==> config.mk <==
export PLATFORM = sky130hd
export DESIGN_NAME = line_centroid_pid_drive
export DESIGN_NICKNAME = d
export VERILOG_FILES = /design/src/lcpd_pkg.sv /design/src/lcpd_regs.sv /design/src/lcpd_div.sv /design/src/line_centroid_pid_drive.sv
export SDC_FILE = /design/constraint.sdc
export NUM_CORES = 2
export LEC_CHECK = 0
export ABC_AREA = 0
export BUFFER_PORTS_ARGS = -buffer_cell sky130_fd_sc_hd__buf_2
export CAP_MARGIN = 5
export CORE_UTILIZATION = 50
export CTS_CLUSTER_SIZE = 14
export DETAILED_ROUTE_END_ITERATION = 12
export PLACE_DENSITY = 0.78
export SYNTH_ARGS = -nofsm -noshare
export SYNTH_HDL_FRONTEND = slang
export SYNTH_SLANG_ARGS = --single-unit
==> constraint.sdc <==
create_clock -name i_clk -period 10.5 [get_ports i_clk]
set_clock_uncertainty 0.05 [all_clocks]
set_input_delay 0.525 -clock i_clk [delete_from_list [all_inputs] [get_ports i_clk]]
set_output_delay 0.525 -clock i_clk [all_outputs]
set_load 0.02 [all_outputs]
==> src/lcpd_pkg.sv <==
// lcpd_pkg: shared widths, reset values, codes and the sensor weight table
// for the line centroid pid drive block
// no dependencies
`default_nettype none

package lcpd_pkg;

    // sensor array
    localparam int NUM_SENS = 8;
    localparam int SIDX_W   = 3;
    localparam int WGT_W    = 7;
    localparam int SUM_W    = 9;    // up to 360
    localparam int CNT_W    = 4;    // up to 8
    localparam int DVS_W    = 3;    // divisor is a count of 1..7
    localparam int QUO_W    = 17;   // sum * 256 / count fits 17 bits
    localparam int FRAC_W   = 8;

    // register and datapath widths
    localparam int THRESH_W = 12;
    localparam int GAIN_W   = 16;
    localparam int SPEED_W  = 16;
    localparam int ERR_W    = 16;
    localparam int INTEG_W  = 32;
    localparam int OPB_W    = 17;   // signed operand of the shared multiplier
    localparam int PROD_W   = 34;
    localparam int ACC_W    = 50;
    localparam int PID_SH   = 9;
    localparam int PID_W    = ACC_W - PID_SH;
    localparam int SPD_X_W  = PID_W + 1;

    // apb port
    localparam int APB_DW   = 32;
    localparam int APB_AW   = 5;

    // line center, 45.0 in q8.8
    localparam int CENTER_Q88 = 45 * 256;

    // register indexes
    localparam logic [2:0] REG_THRESH = 3'd0;
    localparam logic [2:0] REG_GAIN_P = 3'd1;
    localparam logic [2:0] REG_GAIN_D = 3'd2;
    localparam logic [2:0] REG_GAIN_I = 3'd3;
    localparam logic [2:0] REG_CRUISE = 3'd4;
    localparam logic [2:0] REG_LIMIT  = 3'd5;

    // register reset values
    localparam logic [THRESH_W-1:0] RST_THRESH = 12'd900;
    localparam logic [GAIN_W-1:0]   RST_GAIN_P = 16'd256;
    localparam logic [GAIN_W-1:0]   RST_GAIN_D = 16'd2560;
    localparam logic [GAIN_W-1:0]   RST_GAIN_I = 16'd0;
    localparam logic [SPEED_W-1:0]  RST_CRUISE = 16'd1792;
    localparam logic [SPEED_W-1:0]  RST_LIMIT  = 16'd5120;

    // marker codes
    localparam logic [1:0] MARK_TRACK = 2'd0;
    localparam logic [1:0] MARK_NONE  = 2'd1;
    localparam logic [1:0] MARK_ALL   = 2'd2;

    // configuration seen by the datapath
    typedef struct packed {
        logic [THRESH_W-1:0] thresh;
        logic [GAIN_W-1:0]   gain_p;
        logic [GAIN_W-1:0]   gain_d;
        logic [GAIN_W-1:0]   gain_i;
        logic [SPEED_W-1:0]  cruise;
        logic [SPEED_W-1:0]  limit;
    } t_cfg;

    // weight of each sensor, outermost right first
    function automatic logic [WGT_W-1:0] sensor_weight(input logic [SIDX_W-1:0] idx);
        logic [WGT_W-1:0] w;
        case (idx)
            3'd0:    w = 7'd10;
            3'd1:    w = 7'd20;
            3'd2:    w = 7'd30;
            3'd3:    w = 7'd40;
            3'd4:    w = 7'd50;
            3'd5:    w = 7'd60;
            3'd6:    w = 7'd70;
            default: w = 7'd80;
        endcase
        return w;
    endfunction

endpackage

`default_nettype wire

==> src/lcpd_regs.sv <==
// lcpd_regs: apb register file for threshold, gains and speed settings
// depends on lcpd_pkg
`default_nettype none

module lcpd_regs
    import lcpd_pkg::*;
(
    input  wire logic              i_clk,
    input  wire logic              i_rst_n,
    input  wire logic              psel,
    input  wire logic              penable,
    input  wire logic              pwrite,
    input  wire logic [APB_AW-1:0] paddr,
    input  wire logic [APB_DW-1:0] pwdata,
    output logic      [APB_DW-1:0] prdata,
    output logic                   pready,
    output t_cfg                   o_cfg
);

    t_cfg       r_cfg;
    logic [2:0] reg_idx;
    logic       wr_en;

    assign reg_idx = paddr[APB_AW-1:2];
    assign wr_en   = psel && penable && pwrite;
    assign pready  = 1'b1;
    assign o_cfg   = r_cfg;

    // register writes
    always_ff @(posedge i_clk) begin
        if (!i_rst_n) begin
            r_cfg.thresh <= RST_THRESH;
            r_cfg.gain_p <= RST_GAIN_P;
            r_cfg.gain_d <= RST_GAIN_D;
            r_cfg.gain_i <= RST_GAIN_I;
            r_cfg.cruise <= RST_CRUISE;
            r_cfg.limit  <= RST_LIMIT;
        end else if (wr_en) begin
            unique case (reg_idx)
                REG_THRESH: r_cfg.thresh <= pwdata[THRESH_W-1:0];
                REG_GAIN_P: r_cfg.gain_p <= pwdata[GAIN_W-1:0];
                REG_GAIN_D: r_cfg.gain_d <= pwdata[GAIN_W-1:0];
                REG_GAIN_I: r_cfg.gain_i <= pwdata[GAIN_W-1:0];
                REG_CRUISE: r_cfg.cruise <= pwdata[SPEED_W-1:0];
                REG_LIMIT:  r_cfg.limit  <= pwdata[SPEED_W-1:0];
                default: ;
            endcase
        end
    end

    // read mux
    always_comb begin
        unique case (reg_idx)
            REG_THRESH: prdata = {{(APB_DW-THRESH_W){1'b0}}, r_cfg.thresh};
            REG_GAIN_P: prdata = {{(APB_DW-GAIN_W){1'b0}}, r_cfg.gain_p};
            REG_GAIN_D: prdata = {{(APB_DW-GAIN_W){1'b0}}, r_cfg.gain_d};
            REG_GAIN_I: prdata = {{(APB_DW-GAIN_W){1'b0}}, r_cfg.gain_i};
            REG_CRUISE: prdata = {{(APB_DW-SPEED_W){1'b0}}, r_cfg.cruise};
            REG_LIMIT:  prdata = {{(APB_DW-SPEED_W){1'b0}}, r_cfg.limit};
            default:    prdata = '0;
        endcase
    end

endmodule

`default_nettype wire

==> src/lcpd_div.sv <==
// lcpd_div: restoring divider, one quotient bit per cycle, small divisor
// depends on lcpd_pkg
`default_nettype none

module lcpd_div
    import lcpd_pkg::*;
(
    input  wire logic             i_clk,
    input  wire logic             i_rst_n,
    input  wire logic             i_start,
    input  wire logic [QUO_W-1:0] i_dividend,
    input  wire logic [DVS_W-1:0] i_divisor,
    output logic                  o_done,
    output logic      [QUO_W-1:0] o_quot
);

    localparam int STEP_W = $clog2(QUO_W);

    logic              r_busy;
    logic              r_done;
    logic [STEP_W-1:0] r_cnt;
    logic [DVS_W-1:0]  r_rem;
    logic [DVS_W-1:0]  r_dvs;
    logic [QUO_W-1:0]  r_quo;

    logic [DVS_W:0]    trial;
    logic [DVS_W:0]    diff;
    logic              take;

    // one trial subtraction per cycle
    assign trial = {r_rem, r_quo[QUO_W-1]};
    assign diff  = trial - {1'b0, r_dvs};
    assign take  = (trial >= {1'b0, r_dvs});

    assign o_done = r_done;
    assign o_quot = r_quo;

    always_ff @(posedge i_clk) begin
        if (!i_rst_n) begin
            r_busy <= 1'b0;
            r_done <= 1'b0;
            r_cnt  <= '0;
        end else begin
            r_done <= 1'b0;
            if (i_start) begin
                r_busy <= 1'b1;
                r_cnt  <= '0;
                r_rem  <= '0;
                r_dvs  <= i_divisor;
                r_quo  <= i_dividend;
            end else if (r_busy) begin
                // dividend shifts out at the top, quotient bits shift in below
                r_rem <= take ? diff[DVS_W-1:0] : trial[DVS_W-1:0];
                r_quo <= {r_quo[QUO_W-2:0], take};
                r_cnt <= r_cnt + 1'b1;
                if (r_cnt == STEP_W'(QUO_W - 1)) begin
                    r_busy <= 1'b0;
                    r_done <= 1'b1;
                end
            end
        end
    end

endmodule

`default_nettype wire

==> src/line_centroid_pid_drive.sv <==
// line_centroid_pid_drive: line position from eight sensors, pid steering of two wheel speeds
// a tracked line item runs through accept, 17 divider steps, divider done, error, the multiply
// phase (4 products and a drain), pid, speed and the result register; a marker item goes from
// accept straight to the result register. one item at a time: the next item is taken only after
// the result register is loaded, later while an earlier result waits on a stall
// synchronous active-low reset restores register defaults and clears pid state; lcpd_* parts
`default_nettype none

module line_centroid_pid_drive
    import lcpd_pkg::*;
#(
    parameter int SENSOR_BITS = 12
) (
    input  wire logic                   i_clk,
    input  wire logic                   i_rst_n,
    // sensor item channel
    input  wire logic                   i_valid,
    output logic                        o_stall,
    input  wire logic [SENSOR_BITS-1:0] i_sense_r3,
    input  wire logic [SENSOR_BITS-1:0] i_sense_r2,
    input  wire logic [SENSOR_BITS-1:0] i_sense_r1,
    input  wire logic [SENSOR_BITS-1:0] i_sense_r0,
    input  wire logic [SENSOR_BITS-1:0] i_sense_l0,
    input  wire logic [SENSOR_BITS-1:0] i_sense_l1,
    input  wire logic [SENSOR_BITS-1:0] i_sense_l2,
    input  wire logic [SENSOR_BITS-1:0] i_sense_l3,
    // result item channel
    output logic                        o_valid,
    input  wire logic                   i_stall,
    output logic        [SPEED_W-1:0]   o_wheel_left,
    output logic        [SPEED_W-1:0]   o_wheel_right,
    output logic        [1:0]           o_marker,
    output logic signed [ERR_W-1:0]     o_line_error,
    // configuration port
    input  wire logic                   psel,
    input  wire logic                   penable,
    input  wire logic                   pwrite,
    input  wire logic [APB_AW-1:0]      paddr,
    input  wire logic [APB_DW-1:0]      pwdata,
    output logic      [APB_DW-1:0]      prdata,
    output logic                        pready
);

    localparam int CMP_W = (SENSOR_BITS > THRESH_W) ? SENSOR_BITS : THRESH_W;

    typedef enum logic [2:0] {
        ST_IDLE,
        ST_DIV,
        ST_ERR,
        ST_MUL,
        ST_PID,
        ST_SPD,
        ST_DONE
    } t_state;

    t_cfg   cfg;
    t_state r_state;
    t_state n_state;

    // register file
    lcpd_regs u_regs (
        .i_clk   (i_clk),
        .i_rst_n (i_rst_n),
        .psel    (psel),
        .penable (penable),
        .pwrite  (pwrite),
        .paddr   (paddr),
        .pwdata  (pwdata),
        .prdata  (prdata),
        .pready  (pready),
        .o_cfg   (cfg)
    );

    // dark sensor sum and count
    logic [SENSOR_BITS-1:0] sense [NUM_SENS];
    logic [SUM_W-1:0]       dark_sum;
    logic [CNT_W-1:0]       dark_cnt;
    logic                   is_marker;
    logic [1:0]             mark_code;

    assign sense[0] = i_sense_r3;
    assign sense[1] = i_sense_r2;
    assign sense[2] = i_sense_r1;
    assign sense[3] = i_sense_r0;
    assign sense[4] = i_sense_l0;
    assign sense[5] = i_sense_l1;
    assign sense[6] = i_sense_l2;
    assign sense[7] = i_sense_l3;

    always_comb begin
        dark_sum = '0;
        dark_cnt = '0;
        for (int k = 0; k < NUM_SENS; k++) begin
            if (CMP_W'(sense[k]) < CMP_W'(cfg.thresh)) begin
                dark_sum = dark_sum + SUM_W'(sensor_weight(SIDX_W'(k)));
                dark_cnt = dark_cnt + 1'b1;
            end
        end
    end

    assign is_marker = (dark_cnt == '0) || (dark_cnt == CNT_W'(NUM_SENS));
    assign mark_code = (dark_cnt == '0) ? MARK_NONE : MARK_ALL;

    logic in_acc;
    logic out_free;

    assign in_acc   = i_valid && !o_stall;
    assign o_stall  = (r_state != ST_IDLE);

    // divider for the centroid
    logic             div_start;
    logic             div_done;
    logic [QUO_W-1:0] div_quot;

    assign div_start = in_acc && !is_marker;

    lcpd_div u_div (
        .i_clk      (i_clk),
        .i_rst_n    (i_rst_n),
        .i_start    (div_start),
        .i_dividend ({dark_sum, {FRAC_W{1'b0}}}),
        .i_divisor  (dark_cnt[DVS_W-1:0]),
        .o_done     (div_done),
        .o_quot     (div_quot)
    );

    // pid state and working registers
    logic signed [ERR_W-1:0]   r_prev_err;
    logic signed [INTEG_W-1:0] r_integ;
    logic        [SPEED_W-1:0] r_held_left;
    logic        [SPEED_W-1:0] r_held_right;
    logic signed [ERR_W-1:0]   r_err;
    logic signed [INTEG_W-1:0] r_integ_new;
    logic        [2:0]         r_step;
    logic signed [PROD_W-1:0]  r_prod;
    logic                      r_prod_hi;
    logic signed [ACC_W-1:0]   r_acc;
    logic signed [PID_W-1:0]   r_pid;
    logic        [1:0]         r_mark;

    // output register
    logic                      r_ovalid;
    logic        [SPEED_W-1:0] r_out_left;
    logic        [SPEED_W-1:0] r_out_right;
    logic        [1:0]         r_out_mark;
    logic signed [ERR_W-1:0]   r_out_err;

    assign out_free = !r_ovalid || !i_stall;

    // error from quotient, integral with saturation
    logic signed [QUO_W:0]     err_wide;
    logic signed [INTEG_W:0]   integ_sum;
    logic signed [INTEG_W-1:0] integ_sat;

    assign err_wide  = $signed({1'b0, div_quot}) - (QUO_W + 1)'(CENTER_Q88);
    assign integ_sum = (INTEG_W + 1)'(r_integ) + (INTEG_W + 1)'(err_wide);

    always_comb begin
        if (integ_sum[INTEG_W] != integ_sum[INTEG_W-1]) begin
            integ_sat = integ_sum[INTEG_W] ? {1'b1, {(INTEG_W-1){1'b0}}}
                                           : {1'b0, {(INTEG_W-1){1'b1}}};
        end else begin
            integ_sat = integ_sum[INTEG_W-1:0];
        end
    end

    // shared multiplier operand select
    logic        [GAIN_W-1:0] mul_a;
    logic signed [OPB_W-1:0]  mul_b;
    logic signed [PROD_W-1:0] mul_p;

    always_comb begin
        case (r_step)
            3'd0: begin
                mul_a = cfg.gain_p;
                mul_b = OPB_W'(r_err);
            end
            3'd1: begin
                mul_a = cfg.gain_d;
                mul_b = OPB_W'(r_err) - OPB_W'(r_prev_err);
            end
            3'd2: begin
                // low half of the integral, unsigned
                mul_a = cfg.gain_i;
                mul_b = $signed({1'b0, r_integ_new[15:0]});
            end
            default: begin
                // high half of the integral, signed, weighted by 2^16
                mul_a = cfg.gain_i;
                mul_b = OPB_W'($signed(r_integ_new[INTEG_W-1:16]));
            end
        endcase
    end

    assign mul_p = $signed({1'b0, mul_a}) * mul_b;

    // accumulate and pid scaling, truncation toward zero
    logic signed [ACC_W-1:0] prod_ext;
    logic signed [ACC_W-1:0] acc_bias;

    assign prod_ext = r_prod_hi ? (ACC_W'(r_prod) <<< 16) : ACC_W'(r_prod);
    assign acc_bias = r_acc + (r_acc[ACC_W-1] ? ACC_W'((1 << PID_SH) - 1) : '0);

    // wheel speeds with clamp
    logic signed [SPD_X_W-1:0] spd_r;
    logic signed [SPD_X_W-1:0] spd_l;
    logic        [SPEED_W-1:0] clamp_r;
    logic        [SPEED_W-1:0] clamp_l;

    function automatic logic [SPEED_W-1:0] clamp_speed(
        input logic signed [SPD_X_W-1:0] v,
        input logic        [SPEED_W-1:0] hi
    );
        logic [SPEED_W-1:0] res;
        if (v < 0) begin
            res = '0;
        end else if (v > $signed({{(SPD_X_W-SPEED_W){1'b0}}, hi})) begin
            res = hi;
        end else begin
            res = v[SPEED_W-1:0];
        end
        return res;
    endfunction

    assign spd_r   = $signed({{(SPD_X_W-SPEED_W){1'b0}}, cfg.cruise}) + SPD_X_W'(r_pid);
    assign spd_l   = $signed({{(SPD_X_W-SPEED_W){1'b0}}, cfg.cruise}) - SPD_X_W'(r_pid);
    assign clamp_r = clamp_speed(spd_r, cfg.limit);
    assign clamp_l = clamp_speed(spd_l, cfg.limit);

    // sequencer next state
    always_comb begin
        n_state = r_state;
        unique case (r_state)
            ST_IDLE: if (in_acc) n_state = is_marker ? ST_DONE : ST_DIV;
            ST_DIV:  if (div_done) n_state = ST_ERR;
            ST_ERR:  n_state = ST_MUL;
            ST_MUL:  if (r_step == 3'd4) n_state = ST_PID;
            ST_PID:  n_state = ST_SPD;
            ST_SPD:  n_state = ST_DONE;
            ST_DONE: if (out_free) n_state = ST_IDLE;
            default: n_state = ST_IDLE;
        endcase
    end

    // sequencer, datapath and result registers
    always_ff @(posedge i_clk) begin
        if (!i_rst_n) begin
            r_state      <= ST_IDLE;
            r_ovalid     <= 1'b0;
            r_step       <= '0;
            r_prev_err   <= '0;
            r_integ      <= '0;
            r_held_left  <= '0;
            r_held_right <= '0;
        end else begin
            r_state <= n_state;
            // result valid: set when a result is loaded, cleared when taken
            if ((r_state == ST_DONE) && out_free) begin
                r_ovalid <= 1'b1;
            end else if (r_ovalid && !i_stall) begin
                r_ovalid <= 1'b0;
            end
            unique case (r_state)
                ST_IDLE: begin
                    r_mark <= is_marker ? mark_code : MARK_TRACK;
                    r_step <= '0;
                    r_acc  <= '0;
                end
                ST_DIV: ;
                ST_ERR: begin
                    r_err       <= err_wide[ERR_W-1:0];
                    r_integ_new <= integ_sat;
                end
                ST_MUL: begin
                    r_step    <= r_step + 1'b1;
                    r_prod    <= mul_p;
                    r_prod_hi <= (r_step == 3'd3);
                    if (r_step != 3'd0) begin
                        r_acc <= r_acc + prod_ext;
                    end
                end
                ST_PID: begin
                    r_pid <= acc_bias[ACC_W-1:PID_SH];
                end
                ST_SPD: begin
                    r_prev_err   <= r_err;
                    r_integ      <= r_integ_new;
                    r_held_left  <= clamp_l;
                    r_held_right <= clamp_r;
                end
                ST_DONE: begin
                    if (out_free) begin
                        r_out_left  <= r_held_left;
                        r_out_right <= r_held_right;
                        r_out_mark  <= r_mark;
                        r_out_err   <= (r_mark == MARK_TRACK) ? r_err : '0;
                    end
                end
                default: ;
            endcase
        end
    end

    assign o_valid       = r_ovalid;
    assign o_wheel_left  = r_out_left;
    assign o_wheel_right = r_out_right;
    assign o_marker      = r_out_mark;
    assign o_line_error  = r_out_err;

`ifndef SYNTHESIS
    // a marker result carries no error
    a_marker_err: assert property (@(posedge i_clk) disable iff (!i_rst_n)
        (o_valid && (o_marker != MARK_TRACK)) |-> (o_line_error == '0))
        else $error("marker result with nonzero line error");

    // a tracked error stays within the sensor span
    a_err_range: assert property (@(posedge i_clk) disable iff (!i_rst_n)
        (o_valid && (o_marker == MARK_TRACK)) |->
        ((o_line_error >= -16'sd8960) && (o_line_error <= 16'sd8960)))
        else $error("line error outside sensor span");

    // an accepted item holds off the next one
    a_busy_after_acc: assert property (@(posedge i_clk) disable iff (!i_rst_n)
        in_acc |=> o_stall)
        else $error("input not stalled after accepted item");

    // divider completes only while the sequencer waits on it
    a_div_done: assert property (@(posedge i_clk) disable iff (!i_rst_n)
        div_done |-> (r_state == ST_DIV))
        else $error("divider done outside divide phase");

    // pid state only changes at the speed update
    a_state_hold: assert property (@(posedge i_clk) disable iff (!i_rst_n)
        ($past(r_state) != ST_SPD && $past(i_rst_n)) |-> $stable(r_integ))
        else $error("integral changed outside speed update");
`endif

endmodule

`default_nettype wire
==> metrics.cfg <==
[synth]
avgSynthCellArea_sq_um = 9.04
synth_edf_count = 249
async_flop_share = 0
yosysWarnings = 0
syn_inst = 4369
synth-seq-area-share = 0.283
ys_ff_latch = 435
ys_types = 118
synthFlopType = edfxtp_1
synth.cell_area_sq_um = 39500

[timing]
period_share = 0.939
finalSetupViolCount = 0
fmaxAchievable_mhz = 101
slew-limit-headroom = 0.187
slew_violations = 0
rsz0062_at_grt = no
final.min_clock_period_ns = 9.86
worst_pin_slew_ns = 1.22
hold_violations = 0
fin_setup_tns_ns = 0

[grt]
grt_pass1_wl_um = 174000
grt-ovfl-total = 0
grt_usage = 0.271
grt_pass1_vias = 31800
grt_antenna_before_repair = 5
grt_max_degree = 67

[pwr]
switching_power_mw = 3.09
power_frac_comb = 0.463
ir_drop_mv = 0.174
p_seq_frac = 0.312
internal_power_mw = 4.62
pwr-share-clk = 0.225
power_density_nw_per_um2 = 179
power.leakage_nw = 18.6
swShare = 0.401

[floorplanning]
start_util = 0.508
die_area_sq_um = 80200
coreArea_sq_um = 77800
die_w_um = 283
fp.dieH_um = 283
row_count = 102
ios = 225

[critical_path]
cp-end-kind = flop
crit_required_ns = 10.80
worstSetupPathType = flop to flop
setup.worst_path.start = r_err[0]
rr_startpoint = r_err[0]
crit_fanout = 7
arrival_ns = 10.15
max_stage_delay_ns = 0.55
worst-r2r-cell-count = 39
crit_path_frequent_cell = fa_1
crit_path_start_kind = flop
cpMaxStageDelayCell = fa_1

[clock_network]
tritoncts = yes
htreeDepth = 2
clk_latency_ns = 0.64
clkTransAtPathRegs_ns = 0.07
cts_buffer_depth = 3
clock-sinks = 435
cts_buffers = 46
ctsHoldBuffers = 0
cts_root_buf = clkbuf_16

[place]
portBuffers = 189
place_congestion = 0.985
hpwl_um = 85800

[drt]
num_vias = 32600
post_drt_via_cell_ratio = 5.86
routed_wl_um = 110000
final_antenna_net_count = 0
drc = 0
first_iter_violations = 2703
drtPass1Iterations = 6
wl_per_cell_um = 19.8

[layout]
final_util = 0.554
layout.nets = 5254
synthToLayoutAreaGrowth_pct = 9.20
fillers = 6910
drive_above_1_share = 0.0955
layout.area.seq_sq_um = 11200
multi_input_area_sq_um = 26100

[hold_path]
hp-start = pwdata[3]
whs_path_depth = 3
min_path_type = input port to flop

[flow_run]
cap_violations = 0

[run_status]
status = completed

critical path: cells and delay by family (launching register included):
kind                     cells  cell delay, ns
adder cells (fa/ha/maj)      9            4.15
buffers and inverters        4            0.23
flip-flops                   1            0.37
AO/OA/AOI/OAI               23            4.25
AND/OR/NAND/NOR              2            0.43
XOR/XNOR                     1            0.10
power by group through the flow:
stage	logic [mW]	registers [mW]	clock network (mW)
6_report	3.57	2.41	1.73
3_5_place_dp	3.52	2.44	0
5_1_grt	4.00	2.43	1.81
4_1_cts	3.55	2.40	1.75
3_3_place_gp	3.43	2.43	0
2_1_floorplan	2.75	2.33	0
state kept, by name (all words and copies together), names as in the netlist, 17 cells and up:
signal        cells
u_regs.o_cfg     92
r_acc            50
r_pid            41
r_prod           34
r_integ          32
r_integ_new      32
u_div.o_quot     17
routing by layer:
metal / GRT usage / up-vias / wire length [um]
met5: 0 / - / 13
met4: 0.112 / 2 / 4940
met3: 0.0370 / 263 / 8080
met2: 0.450 / 1250 / 51300
met1: 0.354 / 15600 / 46000
li1: - / 15500 / -
kinds of logic after synthesis:
group                      share of synthesized area
AOI/OAI and AO/OA                              0.176
xor gates and xnor gates                      0.0537
adders and majority gates                      0.241
buffers and inverters                         0.0608
DFF                                            0.283
muxes                                         0.0237
other                                       0.000190
and+or+nand+nor                                0.161
cells in the mapped netlist (35+ instances only):
library cell,n,share of area
nand2_1,559,0.053
inv_1,412,0.039
ha_1,411,0.13
nor2_1,324,0.031
edfxtp_1,249,0.19
fa_1,215,0.11
dfxtp_1,186,0.094
a21oi_1,181,0.023
clkbuf_1,150,0.014
a21boi_0,148,0.028
xnor2_1,143,0.032
o21ai_0,129,0.016
a21o_1,86,0.016
nand3_1,73,0.0092
xor2_1,70,0.016
nor2b_1,66,0.010
nor3_1,66,0.0084
o211ai_1,66,0.013
nand2b_1,52,0.0082
and2_1,46,0.0073
o21a_1,46,0.0087
mux2i_1,45,0.011
and3_1,43,0.0068
mux2_2,39,0.011
o31ai_1,36,0.0068
a211oi_1,35,0.0066
worst paths after layout:
path | slack, ns | to
worst max-delay path | 0.64 | r_prod[33]
worst min-delay path | 0.15 | u_regs.o_cfg[51]
worst max register to register | 0.64 | r_prod[33]
worst min register to register | 0.38 | o_wheel_right[8]
cell usage in the layout (no fill, tap or decap), types with 46 or more instances in the layout:
cell type and n:
nor2_1 320, nor2b_1 64, o21ai_0 129, inv_1 412
a21boi_0 146, dfxtp_1 186, xnor2_1 143, nor3_1 65
xor2_1 70, clkbuf_16 48, ha_1 411, edfxtp_1 249
fa_1 215, buf_2 188, a21o_1 86, o211ai_1 66
nand2_1 559, nand2b_1 52, a21oi_1 181, nand3_1 73
buf_4 64, and2_1 46
timing repair:
action                                  in CTS  in global routing
resized for setup                            0                  2
endpoints found under the setup margin       0                  1
setup buffers                                0                  0
area by class of cell:
| class | instances | area share |
|---|---|---|
| inverters | 416 | 0.0362 |
| clock inverters | 25 | 0.00725 |
| clock buffers | 60 | 0.0298 |
| well taps | 1040 | 0.0302 |
| flip-flops and latches | 435 | 0.260 |
| repair buffers | 252 | 0.0329 |
| multi-input cells | 3337 | 0.604 |
| diodes | 6 | 0.000348 |
stage by stage:
stage	instances	area [sq um]	setup slack [ns]	hold WS, ns	power (mW)
final	5571	43200	0.644	0.151	7.71
after global routing	5569	43100	0.00914	0.151	8.25
after CTS	5565	43100	0.538	0.132	7.71
after detailed placement	5480	41500	0.545	0.365	5.96
after global placement	5480	41500	0.779	0.363	5.87
after floorplan	4384	39600	1.20	0.358	5.08
(Power assumes the default switching activity.)
